## src/hw/rtl/b64d_pkg.sv

```systemverilog
`default_nettype none
package b64d_pkg;

  // Width of the decoded length reported with a status.
  localparam int unsigned LenW = 16;

  // Default depth of the record queue between front and back.
  localparam int unsigned B64D_FIFO_DEPTH = 4;

  // Default width of the decoded byte counter.
  localparam int unsigned B64D_COUNT_BITS = 16;

  // Reset value of the output limit register.
  localparam logic [15:0] B64D_LIMIT_RESET = 16'd128;

  // Register index of the limit register (paddr bit 2).
  localparam logic REG_MAX_OUTPUT_BYTES = 1'b0;

  // Status codes.
  localparam logic [1:0] ST_OK       = 2'd0;
  localparam logic [1:0] ST_BAD_LEN  = 2'd1;
  localparam logic [1:0] ST_TOO_LONG = 2'd2;
  localparam logic [1:0] ST_BAD_CHAR = 2'd3;

  // Alphabet characters and sextet offsets.
  localparam logic [7:0] CH_UPPER_A = 8'h41;
  localparam logic [7:0] CH_UPPER_Z = 8'h5A;
  localparam logic [7:0] CH_LOWER_A = 8'h61;
  localparam logic [7:0] CH_LOWER_Z = 8'h7A;
  localparam logic [7:0] CH_ZERO    = 8'h30;
  localparam logic [7:0] CH_NINE    = 8'h39;
  localparam logic [7:0] CH_PLUS    = 8'h2B;
  localparam logic [7:0] CH_SLASH   = 8'h2F;
  localparam logic [7:0] CH_PAD     = 8'h3D;
  localparam logic [5:0] OFS_LOWER  = 6'd26;
  localparam logic [5:0] OFS_DIGIT  = 6'd52;
  localparam logic [5:0] SX_PLUS    = 6'd62;
  localparam logic [5:0] SX_SLASH   = 6'd63;

  // One queue record: the bytes of a group and an optional status.
  typedef struct packed {
    logic [23:0]     word;
    logic [1:0]      nbytes;
    logic            has_status;
    logic [1:0]      code;
    logic [LenW-1:0] len;
  } b64d_rec_t;

  // Queue status seen by the top level.
  typedef struct packed {
    logic full;
    logic empty;
  } b64d_qstat_t;

  // Maps a character to {bad, sextet}; the pad character maps to zero.
  function automatic logic [6:0] b64d_sextet(input logic [7:0] ch);
    logic [7:0] diff;
    logic [6:0] r;
    diff = 8'd0;
    r    = 7'b1000000;
    if (ch >= CH_UPPER_A && ch <= CH_UPPER_Z) begin
      diff = ch - CH_UPPER_A;
      r    = {1'b0, diff[5:0]};
    end else if (ch >= CH_LOWER_A && ch <= CH_LOWER_Z) begin
      diff = ch - CH_LOWER_A;
      r    = {1'b0, diff[5:0] + OFS_LOWER};
    end else if (ch >= CH_ZERO && ch <= CH_NINE) begin
      diff = ch - CH_ZERO;
      r    = {1'b0, diff[5:0] + OFS_DIGIT};
    end else if (ch == CH_PLUS) begin
      r = {1'b0, SX_PLUS};
    end else if (ch == CH_SLASH) begin
      r = {1'b0, SX_SLASH};
    end else if (ch == CH_PAD) begin
      r = 7'd0;
    end
    return r;
  endfunction

endpackage
`default_nettype wire

```

## src/hw/rtl/base64_stream_decoder.sv

```systemverilog
// With nothing queued ahead, the first result of an item is written to the record
// queue at its input transfer, then loaded into the output register, raising tvalid.
// Throughput: one character per cycle in while the queue has room, one result per
// cycle out while the sink is ready; a final character yields up to four results,
// absorbed by a FIFO_DEPTH-record queue. Reset (rst_ni, async, active low) clears the
// stream state, queue, tvalid, and sets max_output_bytes to 128. No clearing pass.
`default_nettype none
module base64_stream_decoder
  import b64d_pkg::*;
#(
  parameter int unsigned COUNT_BITS = B64D_COUNT_BITS,
  parameter int unsigned FIFO_DEPTH = B64D_FIFO_DEPTH
) (
  input  wire logic        clk_i,
  input  wire logic        rst_ni,
  // Character stream in.
  input  wire logic        s_axis_tvalid,
  output logic             s_axis_tready,
  input  wire logic [7:0]  s_axis_tdata,   // [7:0] char_code
  input  wire logic        s_axis_tlast,   // end_of_string
  // Result stream out.
  output logic             m_axis_tvalid,
  input  wire logic        m_axis_tready,
  output logic [31:0]      m_axis_tdata,   // [7:0] data_byte, [9:8] status_code,
                                           // [25:10] decoded_length, [31:26] zero
  output logic             m_axis_tuser,   // is_status
  output logic             m_axis_tlast,   // last_of_run
  // Configuration port.
  input  wire logic        psel,
  input  wire logic        penable,
  input  wire logic        pwrite,
  input  wire logic [2:0]  paddr,
  input  wire logic [31:0] pwdata,
  output logic [31:0]      prdata,
  output logic             pready
);

  logic [15:0] limit_q;
  logic        accept;
  logic        push;
  logic        pop;
  b64d_rec_t   rec;
  b64d_rec_t   head;
  b64d_qstat_t qstat;

  // Configuration register.
  assign pready = 1'b1;
  assign prdata = (paddr[2] == REG_MAX_OUTPUT_BYTES) ? {16'd0, limit_q} : 32'd0;

  always_ff @(posedge clk_i or negedge rst_ni) begin
    if (!rst_ni) begin
      limit_q <= B64D_LIMIT_RESET;
    end else if (psel && penable && pwrite && pready &&
                 (paddr[2] == REG_MAX_OUTPUT_BYTES)) begin
      limit_q <= pwdata[15:0];
    end
  end

  // Input transfer is taken whenever the queue has room.
  assign s_axis_tready = !qstat.full;
  assign accept        = s_axis_tvalid && s_axis_tready;

  b64d_front #(
    .COUNT_BITS(COUNT_BITS)
  ) u_front (
    .clk_i    (clk_i),
    .rst_ni   (rst_ni),
    .accept_i (accept),
    .char_i   (s_axis_tdata),
    .last_i   (s_axis_tlast),
    .limit_i  (limit_q),
    .push_o   (push),
    .rec_o    (rec)
  );

  b64d_fifo #(
    .DEPTH(FIFO_DEPTH)
  ) u_fifo (
    .clk_i  (clk_i),
    .rst_ni (rst_ni),
    .push_i (push),
    .rec_i  (rec),
    .pop_i  (pop),
    .head_o (head),
    .stat_o (qstat)
  );

  b64d_back u_back (
    .clk_i        (clk_i),
    .rst_ni       (rst_ni),
    .head_i       (head),
    .head_valid_i (!qstat.empty),
    .pop_o        (pop),
    .m_valid_o    (m_axis_tvalid),
    .m_ready_i    (m_axis_tready),
    .m_data_o     (m_axis_tdata),
    .m_user_o     (m_axis_tuser),
    .m_last_o     (m_axis_tlast)
  );

`ifndef SYNTHESIS
  // A final character always leaves a record for its status.
  a_last_pushes: assert property (@(posedge clk_i) disable iff (!rst_ni)
    (accept && s_axis_tlast) |-> push)
    else $error("final character did not push a status record");

  // A status is always the last result of its item.
  a_status_last: assert property (@(posedge clk_i) disable iff (!rst_ni)
    (m_axis_tvalid && m_axis_tuser) |-> m_axis_tlast)
    else $error("status result without last_of_run");

  // A data byte carries zero status fields.
  a_byte_clean: assert property (@(posedge clk_i) disable iff (!rst_ni)
    (m_axis_tvalid && !m_axis_tuser) |-> (m_axis_tdata[31:8] == 24'd0))
    else $error("data result with nonzero status fields");
`endif

endmodule
`default_nettype wire

```

## src/hw/rtl/b64d_front.sv

```systemverilog
`default_nettype none
module b64d_front
  import b64d_pkg::*;
#(
  parameter int unsigned COUNT_BITS = B64D_COUNT_BITS
) (
  input  wire logic        clk_i,
  input  wire logic        rst_ni,
  input  wire logic        accept_i,
  input  wire logic [7:0]  char_i,
  input  wire logic        last_i,
  input  wire logic [15:0] limit_i,
  output logic             push_o,
  output b64d_rec_t        rec_o
);

  logic [1:0]            pos_q, pos_d;
  logic [17:0]           held_q, held_d;
  logic                  prev_pad_q, prev_pad_d;
  logic [COUNT_BITS-1:0] total_q, total_d;
  logic                  bad_q, bad_d;

  logic [6:0]            sx;
  logic                  is_pad;
  logic                  bad_now;
  logic [1:0]            keep;
  logic [COUNT_BITS:0]   sum;
  logic [COUNT_BITS-1:0] total_new;
  logic [COUNT_BITS+15:0] total_ext;
  logic [COUNT_BITS+15:0] limit_ext;
  logic [COUNT_BITS+15:0] len_ext;

  // Classify the character.
  assign sx      = b64d_sextet(char_i);
  assign is_pad  = (char_i == CH_PAD);
  assign bad_now = bad_q | sx[6];

  // Bytes kept by a completed group; padding trims the final one.
  always_comb begin
    keep = 2'd3;
    if (last_i) begin
      keep = 2'd3 - {1'b0, is_pad} - {1'b0, prev_pad_q};
    end
  end

  // Saturating byte count.
  assign sum       = {1'b0, total_q} + {{(COUNT_BITS-1){1'b0}}, keep};
  assign total_new = sum[COUNT_BITS] ? {COUNT_BITS{1'b1}} : sum[COUNT_BITS-1:0];
  assign total_ext = {16'd0, total_new};
  assign limit_ext = {{COUNT_BITS{1'b0}}, limit_i};

  // State update and record for the queue.
  always_comb begin
    pos_d      = pos_q;
    held_d     = held_q;
    prev_pad_d = prev_pad_q;
    total_d    = total_q;
    bad_d      = bad_q;
    push_o     = 1'b0;
    len_ext    = {16'd0, total_q};
    rec_o      = '0;
    rec_o.word = {held_q, sx[5:0]};
    if (accept_i) begin
      bad_d      = bad_now;
      prev_pad_d = is_pad;
      if (pos_q == 2'd3) begin
        total_d      = total_new;
        pos_d        = 2'd0;
        held_d       = 18'd0;
        rec_o.nbytes = bad_now ? 2'd0 : keep;
        len_ext      = total_ext;
        if (last_i) begin
          rec_o.has_status = 1'b1;
          if (total_ext > limit_ext) begin
            rec_o.code = ST_TOO_LONG;
          end else if (bad_now) begin
            rec_o.code = ST_BAD_CHAR;
          end else begin
            rec_o.code = ST_OK;
          end
        end
      end else begin
        held_d = {held_q[11:0], sx[5:0]};
        pos_d  = pos_q + 2'd1;
        if (last_i) begin
          rec_o.has_status = 1'b1;
          rec_o.code       = ST_BAD_LEN;
        end
      end
      push_o = (rec_o.nbytes != 2'd0) || last_i;
      // The final character starts a fresh string.
      if (last_i) begin
        pos_d      = 2'd0;
        held_d     = 18'd0;
        prev_pad_d = 1'b0;
        total_d    = '0;
        bad_d      = 1'b0;
      end
    end
    rec_o.len = len_ext[15:0];
  end

  // Stream state registers.
  always_ff @(posedge clk_i or negedge rst_ni) begin
    if (!rst_ni) begin
      pos_q      <= 2'd0;
      held_q     <= 18'd0;
      prev_pad_q <= 1'b0;
      total_q    <= '0;
      bad_q      <= 1'b0;
    end else begin
      pos_q      <= pos_d;
      held_q     <= held_d;
      prev_pad_q <= prev_pad_d;
      total_q    <= total_d;
      bad_q      <= bad_d;
    end
  end

endmodule
`default_nettype wire

```

## src/hw/rtl/b64d_fifo.sv

```systemverilog
`default_nettype none
module b64d_fifo
  import b64d_pkg::*;
#(
  parameter int unsigned DEPTH = B64D_FIFO_DEPTH
) (
  input  wire logic       clk_i,
  input  wire logic       rst_ni,
  input  wire logic       push_i,
  input  wire b64d_rec_t  rec_i,
  input  wire logic       pop_i,
  output b64d_rec_t       head_o,
  output b64d_qstat_t     stat_o
);

  localparam int unsigned AW = $clog2(DEPTH);

  b64d_rec_t     mem_q [DEPTH];
  logic [AW-1:0] wr_q, wr_d;
  logic [AW-1:0] rd_q, rd_d;
  logic [AW:0]   cnt_q, cnt_d;
  logic          do_push;
  logic          do_pop;

  assign stat_o.full  = (cnt_q == (AW+1)'(DEPTH));
  assign stat_o.empty = (cnt_q == '0);
  assign do_push      = push_i && !stat_o.full;
  assign do_pop       = pop_i && !stat_o.empty;
  assign head_o       = mem_q[rd_q];

  // Pointer and fill count update with explicit wrap.
  always_comb begin
    wr_d  = wr_q;
    rd_d  = rd_q;
    cnt_d = cnt_q;
    if (do_push) begin
      wr_d = (wr_q == AW'(DEPTH-1)) ? '0 : wr_q + AW'(1);
    end
    if (do_pop) begin
      rd_d = (rd_q == AW'(DEPTH-1)) ? '0 : rd_q + AW'(1);
    end
    if (do_push && !do_pop) begin
      cnt_d = cnt_q + (AW+1)'(1);
    end else if (do_pop && !do_push) begin
      cnt_d = cnt_q - (AW+1)'(1);
    end
  end

  always_ff @(posedge clk_i or negedge rst_ni) begin
    if (!rst_ni) begin
      wr_q  <= '0;
      rd_q  <= '0;
      cnt_q <= '0;
    end else begin
      wr_q  <= wr_d;
      rd_q  <= rd_d;
      cnt_q <= cnt_d;
    end
  end

  // Record storage needs no reset.
  always_ff @(posedge clk_i) begin
    if (do_push) begin
      mem_q[wr_q] <= rec_i;
    end
  end

endmodule
`default_nettype wire

```

## src/hw/rtl/b64d_back.sv

```systemverilog
`default_nettype none
module b64d_back
  import b64d_pkg::*;
(
  input  wire logic        clk_i,
  input  wire logic        rst_ni,
  input  wire b64d_rec_t   head_i,
  input  wire logic        head_valid_i,
  output logic             pop_o,
  output logic             m_valid_o,
  input  wire logic        m_ready_i,
  output logic [31:0]      m_data_o,
  output logic             m_user_o,
  output logic             m_last_o
);

  logic [1:0]  idx_q, idx_d;
  logic        valid_q, valid_d;
  logic [31:0] data_q, data_d;
  logic        user_q, user_d;
  logic        last_q, last_d;
  logic [2:0]  res_total;
  logic        res_last;
  logic        load;
  logic [7:0]  byte_sel;

  assign res_total = {1'b0, head_i.nbytes} + {2'b00, head_i.has_status};
  assign res_last  = ({1'b0, idx_q} + 3'd1) == res_total;
  assign load      = head_valid_i && (!valid_q || m_ready_i);
  assign pop_o     = load && res_last;

  // Byte of the group word picked by the result index.
  always_comb begin
    case (idx_q)
      2'd0:    byte_sel = head_i.word[23:16];
      2'd1:    byte_sel = head_i.word[15:8];
      default: byte_sel = head_i.word[7:0];
    endcase
  end

  // Output register: loaded from the queue head one result at a transfer.
  always_comb begin
    idx_d   = idx_q;
    valid_d = valid_q && !m_ready_i;
    data_d  = data_q;
    user_d  = user_q;
    last_d  = last_q;
    if (load) begin
      valid_d = 1'b1;
      last_d  = res_last;
      idx_d   = res_last ? 2'd0 : idx_q + 2'd1;
      if (idx_q < head_i.nbytes) begin
        user_d = 1'b0;
        data_d = {24'd0, byte_sel};
      end else begin
        user_d = 1'b1;
        data_d = {6'd0, head_i.len, head_i.code, 8'd0};
      end
    end
  end

  always_ff @(posedge clk_i or negedge rst_ni) begin
    if (!rst_ni) begin
      idx_q   <= 2'd0;
      valid_q <= 1'b0;
    end else begin
      idx_q   <= idx_d;
      valid_q <= valid_d;
    end
  end

  always_ff @(posedge clk_i) begin
    data_q <= data_d;
    user_q <= user_d;
    last_q <= last_d;
  end

  assign m_valid_o = valid_q;
  assign m_data_o  = data_q;
  assign m_user_o  = user_q;
  assign m_last_o  = last_q;

endmodule
`default_nettype wire
```

## config.mk

```make
export PLATFORM = sky130hd
export DESIGN_NAME = base64_stream_decoder
export DESIGN_NICKNAME = d
export VERILOG_FILES = /design/src/hw/rtl/b64d_pkg.sv /design/src/hw/rtl/base64_stream_decoder.sv /design/src/hw/rtl/b64d_front.sv /design/src/hw/rtl/b64d_fifo.sv /design/src/hw/rtl/b64d_back.sv
export SDC_FILE = /design/constraint.sdc
export NUM_CORES = 1
export LEC_CHECK = 0
export ABC_CLOCK_PERIOD_IN_PS = 5300
export BUFFER_PORTS_ARGS = -buffer_cell sky130_fd_sc_hd__buf_4
export CAP_MARGIN = 20
export CORE_AREA = 4 4 150 152
export CTS_CLUSTER_DIAMETER = 40
export DETAILED_ROUTE_END_ITERATION = 10
export DIE_AREA = 0 0 154 156
export PLACE_DENSITY = 0.76
export RECOVER_POWER = 50
export SYNTH_ARGS = -nofsm -noshare
export SYNTH_HDL_FRONTEND = slang
export SYNTH_SLANG_ARGS = --single-unit
```

## constraint.sdc

```tcl
create_clock -name clk_i -period 5.3 [get_ports clk_i]
set_clock_uncertainty 0.1 [all_clocks]
set_input_delay 0.265 -clock clk_i [delete_from_list [all_inputs] [get_ports clk_i]]
set_output_delay 0.265 -clock clk_i [all_outputs]
set_load 0.03 [all_outputs]
```

==> results of run 1 <==
[cells in the final DEF (no fill, tap or decap), types with 5 or more instances in the layout]
master	n
mux4_2	45
ha_1	40
xnor2_1	11
o21ai_0	10
a31oi_1	11
clkbuf_16	31
dfrtp_1	61
conb_1	23
clkbuf_1	59
clkbuf_8	5
nor3_1	10
a21o_1	7
nand3_1	15
nor2b_1	5
nand4_1	10
and3_1	9
nand2_1	48
a22oi_1	11
mux2_2	23
and2_1	26
xor2_1	11
inv_1	37
edfxtp_1	208
buf_4	38
a22o_1	21
dlygate4sd3_1	19
a21oi_1	31
nor2_1	37
[power breakdown]
| part | switching, W | internal, W |
|---|---|---|
| Sequential | 0.000216 | 0.00280 |
| Combinational | 0.00125 | 0.000804 |
| Clock | 0.000862 | 0.00122 |
[what timing repair did]
item,CTS,global route
endpoints found under the hold margin,85,0
hold buffers,19,0
setup endpoints to repair,0,0
[flip-flops by register name (all words and copies together) (netlist names), 2 cells and up]
name and cells:
u_fifo.wr_q 2, u_back.idx_q 2, u_fifo.cnt_q 3, u_back.m_data_o 26, u_fifo.mem_q 180, u_front.total_q 16, u_fifo.rd_q 2, u_front.pos_q 2
limit_q 16, u_front.held_q 18
[final timing paths]
kind | from | end | slack (ps)
setup / recovery | u_fifo.cnt_q[0]$_DFFE_PN0P_ | u_fifo.cnt_q[1]$_DFFE_PN0P_ | 800
hold / removal | s_axis_tvalid | u_front.pos_q[0]$_DFFE_PN0P_ | 80
setup reg to reg | u_fifo.cnt_q[0]$_DFFE_PN0P_ | u_fifo.cnt_q[1]$_DFFE_PN0P_ | 800
hold reg to reg | u_fifo.cnt_q[2]$_DFFE_PN0P_ | u_fifo.cnt_q[2]$_DFFE_PN0P_ | 380
max in group asynchronous | rst_ni | u_fifo.rd_q[0]$_DFFE_PN0P_ | 1060
min in group asynchronous | rst_ni | limit_q[10]$_DFFE_PN0P_ | 1530
[layer usage]
metal	share of wire [%]	vias to the layer above	wire length, um
li1	-	3275	-
met1	44	3499	10500
met2	48	238	11700
met3	6.0	37	1450
met4	2.0	0	480
met5	0	-	0
[worst max-delay path, stage by stage, from the launching register on]
cell	delay (ps)
dfrtp_1	430
or3b_1	530
nand2_2	110
clkbuf_1	1370
nor2_1	270
a21oi_4	460
inv_1	130
ha_1	230
inv_1	70
fa_1	400
mux2_2	270
[cell type report]
class	count	area, um2	share of cell area [%]
clock inverter	16	168	1.19
inverter	37	139	0.985
sequential	272	7850	55.7
multi-input combinational	468	4050	28.8
timing repair buffer	110	674	4.78
clock buffer	42	867	6.15
tap	275	344	2.44
[cell families (layout without fill, tap and decap cells)]
| logic type | after synthesis | in the layout | share of synthesized area [%] |
|---|---|---|---|
| fa+ha+maj | 42 | 42 | 4.41 |
| mux | 72 | 72 | 10.8 |
| buf+inv | 94 | 205 | 3.77 |
| compound gates | 123 | 123 | 7.20 |
| simple gates | 186 | 186 | 8.26 |
| other cells | 2 | 23 | 0.0612 |
| flops | 272 | 272 | 64.0 |
| xor+xnor | 22 | 22 | 1.57 |
[per-stage QoR]
stage               hold slack [ps]  util (%)  std cells  instance area [um2]  total power, W
floorplan                      -131         -        834                12300         0.00457
global placement                348      62.3       1143                13100         0.00517
detailed placement              354      62.3       1143                13100         0.00524
CTS                            60.0      68.1       1220                14300         0.00734
global route                    130      67.1       1220                14100         0.00755
finish                         76.5      67.1       1220                14100         0.00715
==> results.py, run 1 <==
metrics = {
    "placement": {
        "dpl.hpwl_um": 15700,
        "port_buffers": 78,
        "post-place-ws_ps": 516,
        "gp_congestion": 0.896,
    },
    "clock_network": {
        "clockRootBuffer": "clkbuf_16",
        "post_cts_resized": 0,
        "clk_latency_ps": 570,
        "cts_buffer_depth": 3,
        "tritoncts": "yes",
        "numCtsBuffers": 31,
        "clk_pin_slew_ps": 60,
        "htree_levels": 1,
        "cts_sinks": 272,
        "postCtsSetupBuffers": 0,
    },
    "die": {
        "core_area_mm2": 0.0210,
        "dieArea_mm2": 0.0240,
        "die_x_um": 154,
        "io_pins": 120,
        "die_h_um": 156,
        "rows": 53,
        "start_util_pct": 58.4,
    },
    "timing": {
        "worst_pin_slew_ps": 3920,
        "period_share_pct": 85.0,
        "setup_tns_ps": 0,
        "drv_slew": 154,
        "final-hold-violation-count": 0,
        "max-slew-margin-rel_pct": -161,
        "finalWorstSetupSlack_ps": 795,
        "max_freq_ghz": 0.222,
        "rsz0062_at_grt": "no",
        "finalSetupViolCount": 0,
        "fin_crit_ps": 4500,
    },
    "synthesis": {
        "synth_top_area_share_pct": 50.9,
        "yosysSeqAreaShare_pct": 64.0,
        "ys_types": 73,
        "synth_most_common_cell": "edfxtp_1",
        "synth_area_per_cell_um2": 15.1,
        "ys.flop_type": "edfxtp_1",
        "synth_area_mm2": 0.0123,
        "yosysTopAreaCell": "edfxtp_1",
        "async_reset_ff_share_pct": 23.5,
        "synthCells": 813,
        "synth_edf_count": 208,
        "yosys-top-cells-count": "208 x edfxtp_1, 63 x dfrtp_1, 47 x nand2_1, 45 x mux4_2, 40 x ha_1",
        "synth.area.top_cells": "edfxtp_1 51%, dfrtp_1 13%, mux4_2 8.3%",
        "ys_ff_latch": 272,
        "synth_warnings": 0,
    },
    "finish": {
        "drive_above_1_share_pct": 18.9,
        "antenna_cells": 0,
        "syn_to_final_growth_pct": 14.9,
        "fillers": 1456,
        "final_nets": 1013,
    },
    "min_path": {
        "min_path_cells": 4,
        "hp-class": "primary input to register",
    },
    "status": {
        "violations": "max-capacitance violations, max-slew violations",
        "run_status": "complete, but fails checks",
    },
    "setup_path": {
        "cp.arrival_ps": 4850,
        "start_kind": "register",
        "reg2regPathDepth": 10,
        "path_class": "register to register",
        "crit_path_end_kind": "register",
        "critPathRequiredTime_ps": 5640,
        "cp_max_fo": 36,
    },
    "route": {
        "routed_via_density": 5.78,
        "first_iter_violations": 452,
        "wl_per_cell_um": 19.8,
        "dr.pass1.iters": 5,
        "route.detailed.drc": 0,
        "num_vias": 7049,
        "totalWireLength_um": 24200,
        "antenna_left": 0,
    },
    "power": {
        "power.leakage_nw": 5.42,
        "p_per_area_mw_per_mm2": 508,
        "peakVddDrop_mv": 0.366,
    },
    "global_route": {
        "antenna_found_initial": 0,
        "track_usage_pct": 20.6,
        "use_met1_pct": 28.3,
        "use_met3_pct": 3.47,
        "grt-busiest-layer": "met2",
        "grt-ovfl-total": 0,
        "grt_start_max_net_pins": 65,
        "grt_pass1_wl_um": 39400,
        "grt_pass1_vias": 7340,
        "use_met2_pct": 34.8,
    },
    "flow_run": {
        "cap_viol_max_count": 4,
    },
}
(Power assumes the default switching activity.)
==> run 2: changes to the inputs <==
--- a/config.mk
+++ b/config.mk
@@ -5,14 +5,15 @@
 export SDC_FILE = /design/constraint.sdc
 export NUM_CORES = 1
 export LEC_CHECK = 0
-export ABC_CLOCK_PERIOD_IN_PS = 5300
+export ABC_AREA = 1
+export ABC_CLOCK_PERIOD_IN_PS = 3600
 export BUFFER_PORTS_ARGS = -buffer_cell sky130_fd_sc_hd__buf_4
 export CAP_MARGIN = 20
-export CORE_AREA = 4 4 150 152
+export CORE_AREA = 4 4 158 160
 export CTS_CLUSTER_DIAMETER = 40
 export DETAILED_ROUTE_END_ITERATION = 10
-export DIE_AREA = 0 0 154 156
-export PLACE_DENSITY = 0.76
+export DIE_AREA = 0 0 162 164
+export PLACE_DENSITY = 0.74
 export RECOVER_POWER = 50
 export SYNTH_ARGS = -nofsm -noshare
 export SYNTH_HDL_FRONTEND = slang
==> constraint.sdc (replaced) <==
create_clock -name clk_i -period 3.6 [get_ports clk_i]
set_clock_uncertainty 0.1 [all_clocks]
set_input_delay 0.18 -clock clk_i [delete_from_list [all_inputs] [get_ports clk_i]]
set_output_delay 0.18 -clock clk_i [all_outputs]
set_load 0.03 [all_outputs]
==> run 2 against run 1 <==
The run still ends with max-capacitance violations, max-slew violations left. Hold slack better by 46 ps. Critical path depth grew 3. Sequential share of layout area shrank 3.4 points. Wire length up 17%. Synthesized area increased by 2.8%. Synthesized cell count increased by 49%. Non-clock buffer count increased by 43. Fmax grew 34%. Sequential power is 43% higher. Register-to-register slack worse by 550 ps. Critical path type unchanged. Largest cell class unchanged. Highest routed layer unchanged.
==> results.py, run 2 <==
metrics = {
    "status": {
        "run_status": "complete, but fails checks",
        "violations": "max-capacitance violations, max-slew violations",
    },
    "die": {
        "core_area_mm2": 0.0234,
        "rows": 56,
        "die_x_um": 162,
        "die_h_um": 164,
        "start_util_pct": 53.9,
        "dieArea_mm2": 0.0266,
        "io_pins": 120,
    },
    "power": {
        "power.leakage_nw": 6.14,
        "p_per_area_mw_per_mm2": 759,
        "peakVddDrop_mv": 0.507,
    },
    "synthesis": {
        "ys.flop_type": "edfxtp_1",
        "synth_warnings": 0,
        "yosysTopAreaCell": "edfxtp_1",
        "synth_area_mm2": 0.0126,
        "synth_top_area_share_pct": 49.5,
        "ys_types": 45,
        "yosysSeqAreaShare_pct": 62.2,
        "synthCells": 1215,
        "synth_most_common_cell": "nor2_1",
        "ys_ff_latch": 272,
        "synth_area_per_cell_um2": 10.4,
        "synth_edf_count": 208,
        "async_reset_ff_share_pct": 23.5,
        "synth.area.top_cells": "edfxtp_1 50%, dfrtp_1 13%, nor2_1 6.3%",
        "yosys-top-cells-count": "213 x nor2_1, 208 x edfxtp_1, 168 x nand2_1, 124 x o21ai_0, 83 x inv_1",
    },
    "finish": {
        "mostFrequentLayoutCell": "nor2_1",
        "fillers": 1828,
        "regArea_mm2": 0.00785,
        "final_nets": 1450,
        "largest_reg_flops": 180,
        "top_register": "u_fifo.mem_q",
        "antenna_cells": 0,
        "syn_to_final_growth_pct": 19.1,
        "final_cell_mix": "212 x nor2_1, 208 x edfxtp_1, 169 x nand2_1",
        "drive_above_1_share_pct": 13.7,
        "multi_input_area_mm2": 0.00417,
    },
    "global_route": {
        "grt_pass1_vias": 8957,
        "antenna_found_initial": 0,
        "grt_start_max_net_pins": 65,
        "track_usage_pct": 21.2,
        "grt_pass1_wl_um": 45000,
        "grt-ovfl-total": 0,
    },
    "timing": {
        "max_freq_ghz": 0.298,
        "holdWs_ps": 123,
        "fin_crit_ps": 3350,
        "period_share_pct": 93.1,
        "finalSetupViolCount": 0,
        "worst_pin_slew_ps": 1750,
        "finalWorstSetupSlack_ps": 248,
        "rsz0062_at_grt": "no",
        "drv_slew": 98,
        "final-hold-violation-count": 0,
        "max-slew-margin-rel_pct": -16.9,
    },
    "setup_path": {
        "path_class": "register to register",
        "cp_max_fo": 19,
        "cp.arrival_ps": 3630,
        "critPathRequiredTime_ps": 3880,
        "crit_path_end_kind": "register",
        "start_kind": "register",
    },
    "clock_network": {
        "cts_buffer_depth": 3,
        "tritoncts": "yes",
        "htree_levels": 2,
        "clk_pin_slew_ps": 60,
        "numCtsBuffers": 34,
        "clockRootBuffer": "clkbuf_16",
        "clk_latency_ps": 500,
        "cts_sinks": 272,
    },
    "route": {
        "route.detailed.drc": 0,
        "antenna_left": 0,
        "first_iter_violations": 581,
        "wl_per_cell_um": 16.6,
        "dr.pass1.iters": 5,
        "totalWireLength_um": 28200,
        "routed_via_density": 5.39,
        "num_vias": 9176,
    },
    "flow_run": {
        "cap_viol_max_count": 2,
    },
    "placement": {
        "dpl.hpwl_um": 17800,
        "post-place-ws_ps": -221,
        "gp_congestion": 0.901,
        "port_buffers": 78,
    },
    "min_path": {
        "hp-class": "primary input to register",
    },
}
-- run 2: worst max-delay path, stage by stage (launching register included) --
cell and delay, ps:
dfrtp_1 380, buf_4 280, o21ai_0 130, o22ai_1 220, ha_1 190, ha_1 230
xnor2_1 160, nand3_1 130, inv_1 130, nand2_1 210, ha_1 290, inv_1 100
fa_1 420, mux2_2 270
-- run 2: stage by stage --
stage	instances	cell area (um2)	utilization (%)	setup TNS, ps	power [W]
2_1_floorplan	1236	12700	-	-100230	0.00685
3_3_place_gp	1618	13800	58.9	-743	0.00794
3_5_place_dp	1618	13800	58.9	-1590	0.00805
4_1_cts	1699	15200	64.8	0	0.0116
5_1_grt	1702	15000	64.2	0	0.0120
6_report	1702	15000	64.2	0	0.0114
-- run 2: area by class of cell --
cell class | instances | share of cell area (%)
clock buffers | 45 | 6.36
clock inverters | 17 | 1.62
inverters | 96 | 2.40
multi-input cells | 800 | 27.8
flip-flops and latches | 272 | 52.3
well taps | 319 | 2.66
repair buffers | 153 | 6.95
-- run 2: kinds of logic (layout without fill, tap and decap cells) --
family	after synthesis	count (layout)	synth area share, %
AOI/OAI and AO/OA	252	252	10.8
xor gates and xnor gates	10	10	0.695
adders and majority gates	42	42	4.29
buffers and inverters	164	311	5.91
DFF	272	272	62.2
muxes	1	1	0.0893
other	2	23	0.0596
and+or+nand+nor	472	472	15.9
-- run 2: final timing paths --
path	startpoint	slack [ps]	end	cells after the start
worst min-delay path	s_axis_tvalid	120	u_fifo.mem_q[0][18]$_DFFE_PP_	3
worst max register to register	u_fifo.rd_q[1]$_DFFE_PN0P_	250	u_fifo.cnt_q[1]$_DFFE_PN0P_	13
worst min register to register	u_fifo.cnt_q[2]$_DFFE_PN0P_	400	u_fifo.cnt_q[2]$_DFFE_PN0P_	1
max in group asynchronous	rst_ni	1640	u_fifo.rd_q[0]$_DFFE_PN0P_	2
min in group asynchronous	rst_ni	590	u_front.total_q[10]$_DFFE_PN0P_	2
worst max-delay path	u_fifo.rd_q[1]$_DFFE_PN0P_	250	u_fifo.cnt_q[1]$_DFFE_PN0P_	13
-- run 2: timing repair --
action                                 CTS  global route
setup endpoints to repair                0             8
setup buffers                            0             3
gates resized for setup                  0            19
hold buffers                            19             0
endpoints found under the hold margin   90             0
-- run 2: report_power, final --
part | switching (W) | internal, W | leakage, nW
Combinational | 0.00249 | 0.00105 | 2.76
Clock | 0.00129 | 0.00226 | 0.585
Sequential | 0.000218 | 0.00410 | 2.79
Total | 0.00399 | 0.00741 | 6.14
-- run 2: routing by layer --
| metal | global-route usage (%) | vias up | routed length (um) |
|---|---|---|---|
| met5 | 0 | - | 0 |
| met4 | 6.77 | 0 | 622 |
| met3 | 3.59 | 48 | 1930 |
| met2 | 34.2 | 344 | 13000 |
| met1 | 29.8 | 4370 | 12700 |
| li1 | - | 4414 | - |
==> run 3: changes to the inputs <==
--- a/config.mk
+++ b/config.mk
@@ -9,10 +9,10 @@
 export ABC_CLOCK_PERIOD_IN_PS = 3600
 export BUFFER_PORTS_ARGS = -buffer_cell sky130_fd_sc_hd__buf_4
 export CAP_MARGIN = 20
-export CORE_AREA = 4 4 158 160
+export CORE_AREA = 4 4 176 144
 export CTS_CLUSTER_DIAMETER = 40
 export DETAILED_ROUTE_END_ITERATION = 10
-export DIE_AREA = 0 0 162 164
+export DIE_AREA = 0 0 180 148
 export PLACE_DENSITY = 0.74
 export RECOVER_POWER = 50
 export SYNTH_ARGS = -nofsm -noshare
==> run 3 against run 2 <==
The flow still finishes with violations (max-capacitance violations, max-slew violations). Sequential share of layout area grew 0.49 points. First-iteration DRC count grew 44%. Fmax shrank 0.69%. Hold slack lost 72 ps. Sequential power is essentially flat. Count of clock-buffer cells in the layout shrank 9. Worst setup slack lost 23 ps. Combinational power grew 1%. Cell count shrank 0.71%. Register-to-register slack lost 20 ps.
==> results.py, run 3 (synthesis results as in run 2) <==
metrics = {
    "status": {
        "run_status": "complete, but fails checks",
        "violations": "max-capacitance violations, max-slew violations",
    },
    "route": {
        "wl_per_cell_um": 16.8,
        "routed_via_density": 5.39,
        "antenna_left": 0,
        "num_vias": 9115,
        "dr.pass1.iters": 5,
        "first_iter_violations": 837,
        "totalWireLength_um": 28400,
        "route.detailed.drc": 0,
    },
    "clock_network": {
        "htree_levels": 1,
        "cts_sinks": 272,
        "cts_buffer_depth": 3,
        "tritoncts": "yes",
        "numCtsBuffers": 29,
        "clk_latency_ps": 550,
        "clockRootBuffer": "clkbuf_16",
        "clk_pin_slew_ps": 60,
    },
    "die": {
        "core_area_mm2": 0.0233,
        "io_pins": 120,
        "die_x_um": 180,
        "rows": 50,
        "die_h_um": 148,
        "start_util_pct": 54.0,
        "dieArea_mm2": 0.0266,
    },
    "timing": {
        "final-hold-violation-count": 0,
        "finalWorstSetupSlack_ps": 225,
        "max-slew-margin-rel_pct": -11.6,
        "holdWs_ps": 50.6,
        "rsz0062_at_grt": "no",
        "worst_pin_slew_ps": 1670,
        "fin_crit_ps": 3380,
        "max_freq_ghz": 0.296,
        "drv_slew": 98,
        "period_share_pct": 93.8,
        "finalSetupViolCount": 0,
    },
    "finish": {
        "final_cell_mix": "213 x nor2_1, 208 x edfxtp_1, 169 x nand2_1",
        "final_nets": 1448,
        "drive_above_1_share_pct": 13.2,
        "mostFrequentLayoutCell": "nor2_1",
        "top_register": "u_fifo.mem_q",
        "antenna_cells": 0,
        "syn_to_final_growth_pct": 18.0,
        "stdcell_count": 1690,
        "largest_reg_flops": 180,
    },
    "setup_path": {
        "cpMaxStageDelayCell": "fa_2",
        "path_class": "register to register",
        "crit_chain": "inv_1, nor2_1, inv_1, nand3_1, ha_2, fa_2, nand2_2, nor2_2, buf_4, nand4_1, nor2_2, buf_4, nor2_1, a21oi_2, ha_1, nand2_1, nor2_1, nand2_1, nor2_1, inv_1, nand2_1, nand2_1, a21oi_2",
        "slowest_delay_ps": 360,
        "critPathRequiredTime_ps": 3870,
        "cp.arrival_ps": 3650,
        "crit_path_end_kind": "register",
        "cp_max_fo": 4,
        "start_kind": "register",
    },
    "global_route": {
        "use_met3_pct": 3.94,
        "grt_pass1_vias": 8663,
        "grt_pass1_wl_um": 45000,
        "track_usage_pct": 20.7,
        "grt-busiest-layer": "met1",
        "antenna_found_initial": 1,
        "use_met2_pct": 31.1,
        "use_met1_pct": 31.6,
        "grt-ovfl-total": 0,
        "grt_start_max_net_pins": 72,
    },
    "placement": {
        "dpl.cell_count": 1609,
        "dpl.hpwl_um": 18000,
        "post-place-ws_ps": -243,
        "port_buffers": 78,
        "gp_congestion": 0.928,
    },
    "min_path": {
        "hp-class": "primary input to register",
    },
    "power": {
        "p_per_area_mw_per_mm2": 743,
        "peakVddDrop_mv": 0.421,
        "power.leakage_nw": 6.09,
        "finalPower_w": 0.0111,
    },
    "flow_run": {
        "cap_viol_max_count": 2,
    },
}
run 3: changes by cell type in the layout (fill, tap and decap cells not counted), moves of 2 or more:
cell / before / now
inv_6: 4 / 1
buf_4: 76 / 79
clkbuf_8: 0 / 4
buf_12: 3 / 5
clkbuf_1: 59 / 55
a21oi_1: 65 / 67
clkbuf_4: 2 / 0
a21oi_2: 5 / 3
clkbuf_16: 37 / 29
run 3: worst max-delay path: cells and delay by family (launching register included):
kind                       cells  cell delay, ps
AOI/OAI and AO/OA              2             260
adders and majority gates      3             850
buffers and inverters          5             480
DFF                            1             350
and+or+nand+nor               13            1160
run 3: stage by stage:
| stage | util, % | cell area, um2 | TNS, ps |
|---|---|---|---|
| floorplan | - | 12700 | -100230 |
| global placement | 59.0 | 13800 | -739 |
| detailed placement | 59.1 | 13800 | -1910 |
| CTS | 64.4 | 15000 | 0 |
| global route | 63.8 | 14900 | 0 |
| finish | 63.8 | 14900 | 0 |
run 3: final cells by class:
| cell class | count | area, um2 |
|---|---|---|
| Sequential cell | 272 | 7850 |
| Timing Repair Buffer | 156 | 1080 |
| Fill cell | 1830 | 8450 |
| Clock buffer | 36 | 792 |
| Clock inverter | 18 | 259 |
| Tap cell | 312 | 390 |
| Multi-Input combinational cell | 800 | 4140 |
| Inverter | 96 | 363 |
run 3: report_power, final:
part           total, W  switching [W]  internal (W)  leakage [nW]
Combinational   0.00358        0.00252       0.00106          2.78
Sequential      0.00432       0.000219       0.00410          2.79
Clock           0.00316        0.00122       0.00194         0.516
run 3: timing repair:
action / in CTS / in global routing
hold buffers: 19 / 0
endpoints found under the setup margin: 0 / 10
gates resized for setup: 0 / 13
buffers inserted: 0 / 8
hold endpoints to repair: 94 / 0
run 3: worst paths after layout:
| check | end | slack, ps | depth (start not counted) | start |
|---|---|---|---|---|
| max | u_fifo.mem_q[3][16]$_DFFE_PP_ | 220 | 23 | u_front.prev_pad_q$_DFFE_PN0P_ |
| min | u_front.prev_pad_q$_DFFE_PN0P_ | 50 | 5 | s_axis_tdata[7] |
| min in group asynchronous | u_back.m_valid_o$_DFF_PN0_ | 540 | 2 | rst_ni |
| max reg2reg | u_fifo.mem_q[3][16]$_DFFE_PP_ | 220 | 23 | u_front.prev_pad_q$_DFFE_PN0P_ |
| min reg2reg | u_front.pos_q[0]$_DFFE_PN0P_ | 400 | 1 | u_front.pos_q[0]$_DFFE_PN0P_ |
| max in group asynchronous | u_front.held_q[5]$_DFFE_PN0P_ | 1860 | 2 | rst_ni |
run 3: layer usage:
| metal | up-vias | share of wire, % |
|---|---|---|
| met4 | 2 | 1.6 |
| li1 | 4395 | - |
| met5 | - | 0.046 |
| met2 | 384 | 43 |
| met3 | 41 | 8.5 |
| met1 | 4293 | 47 |
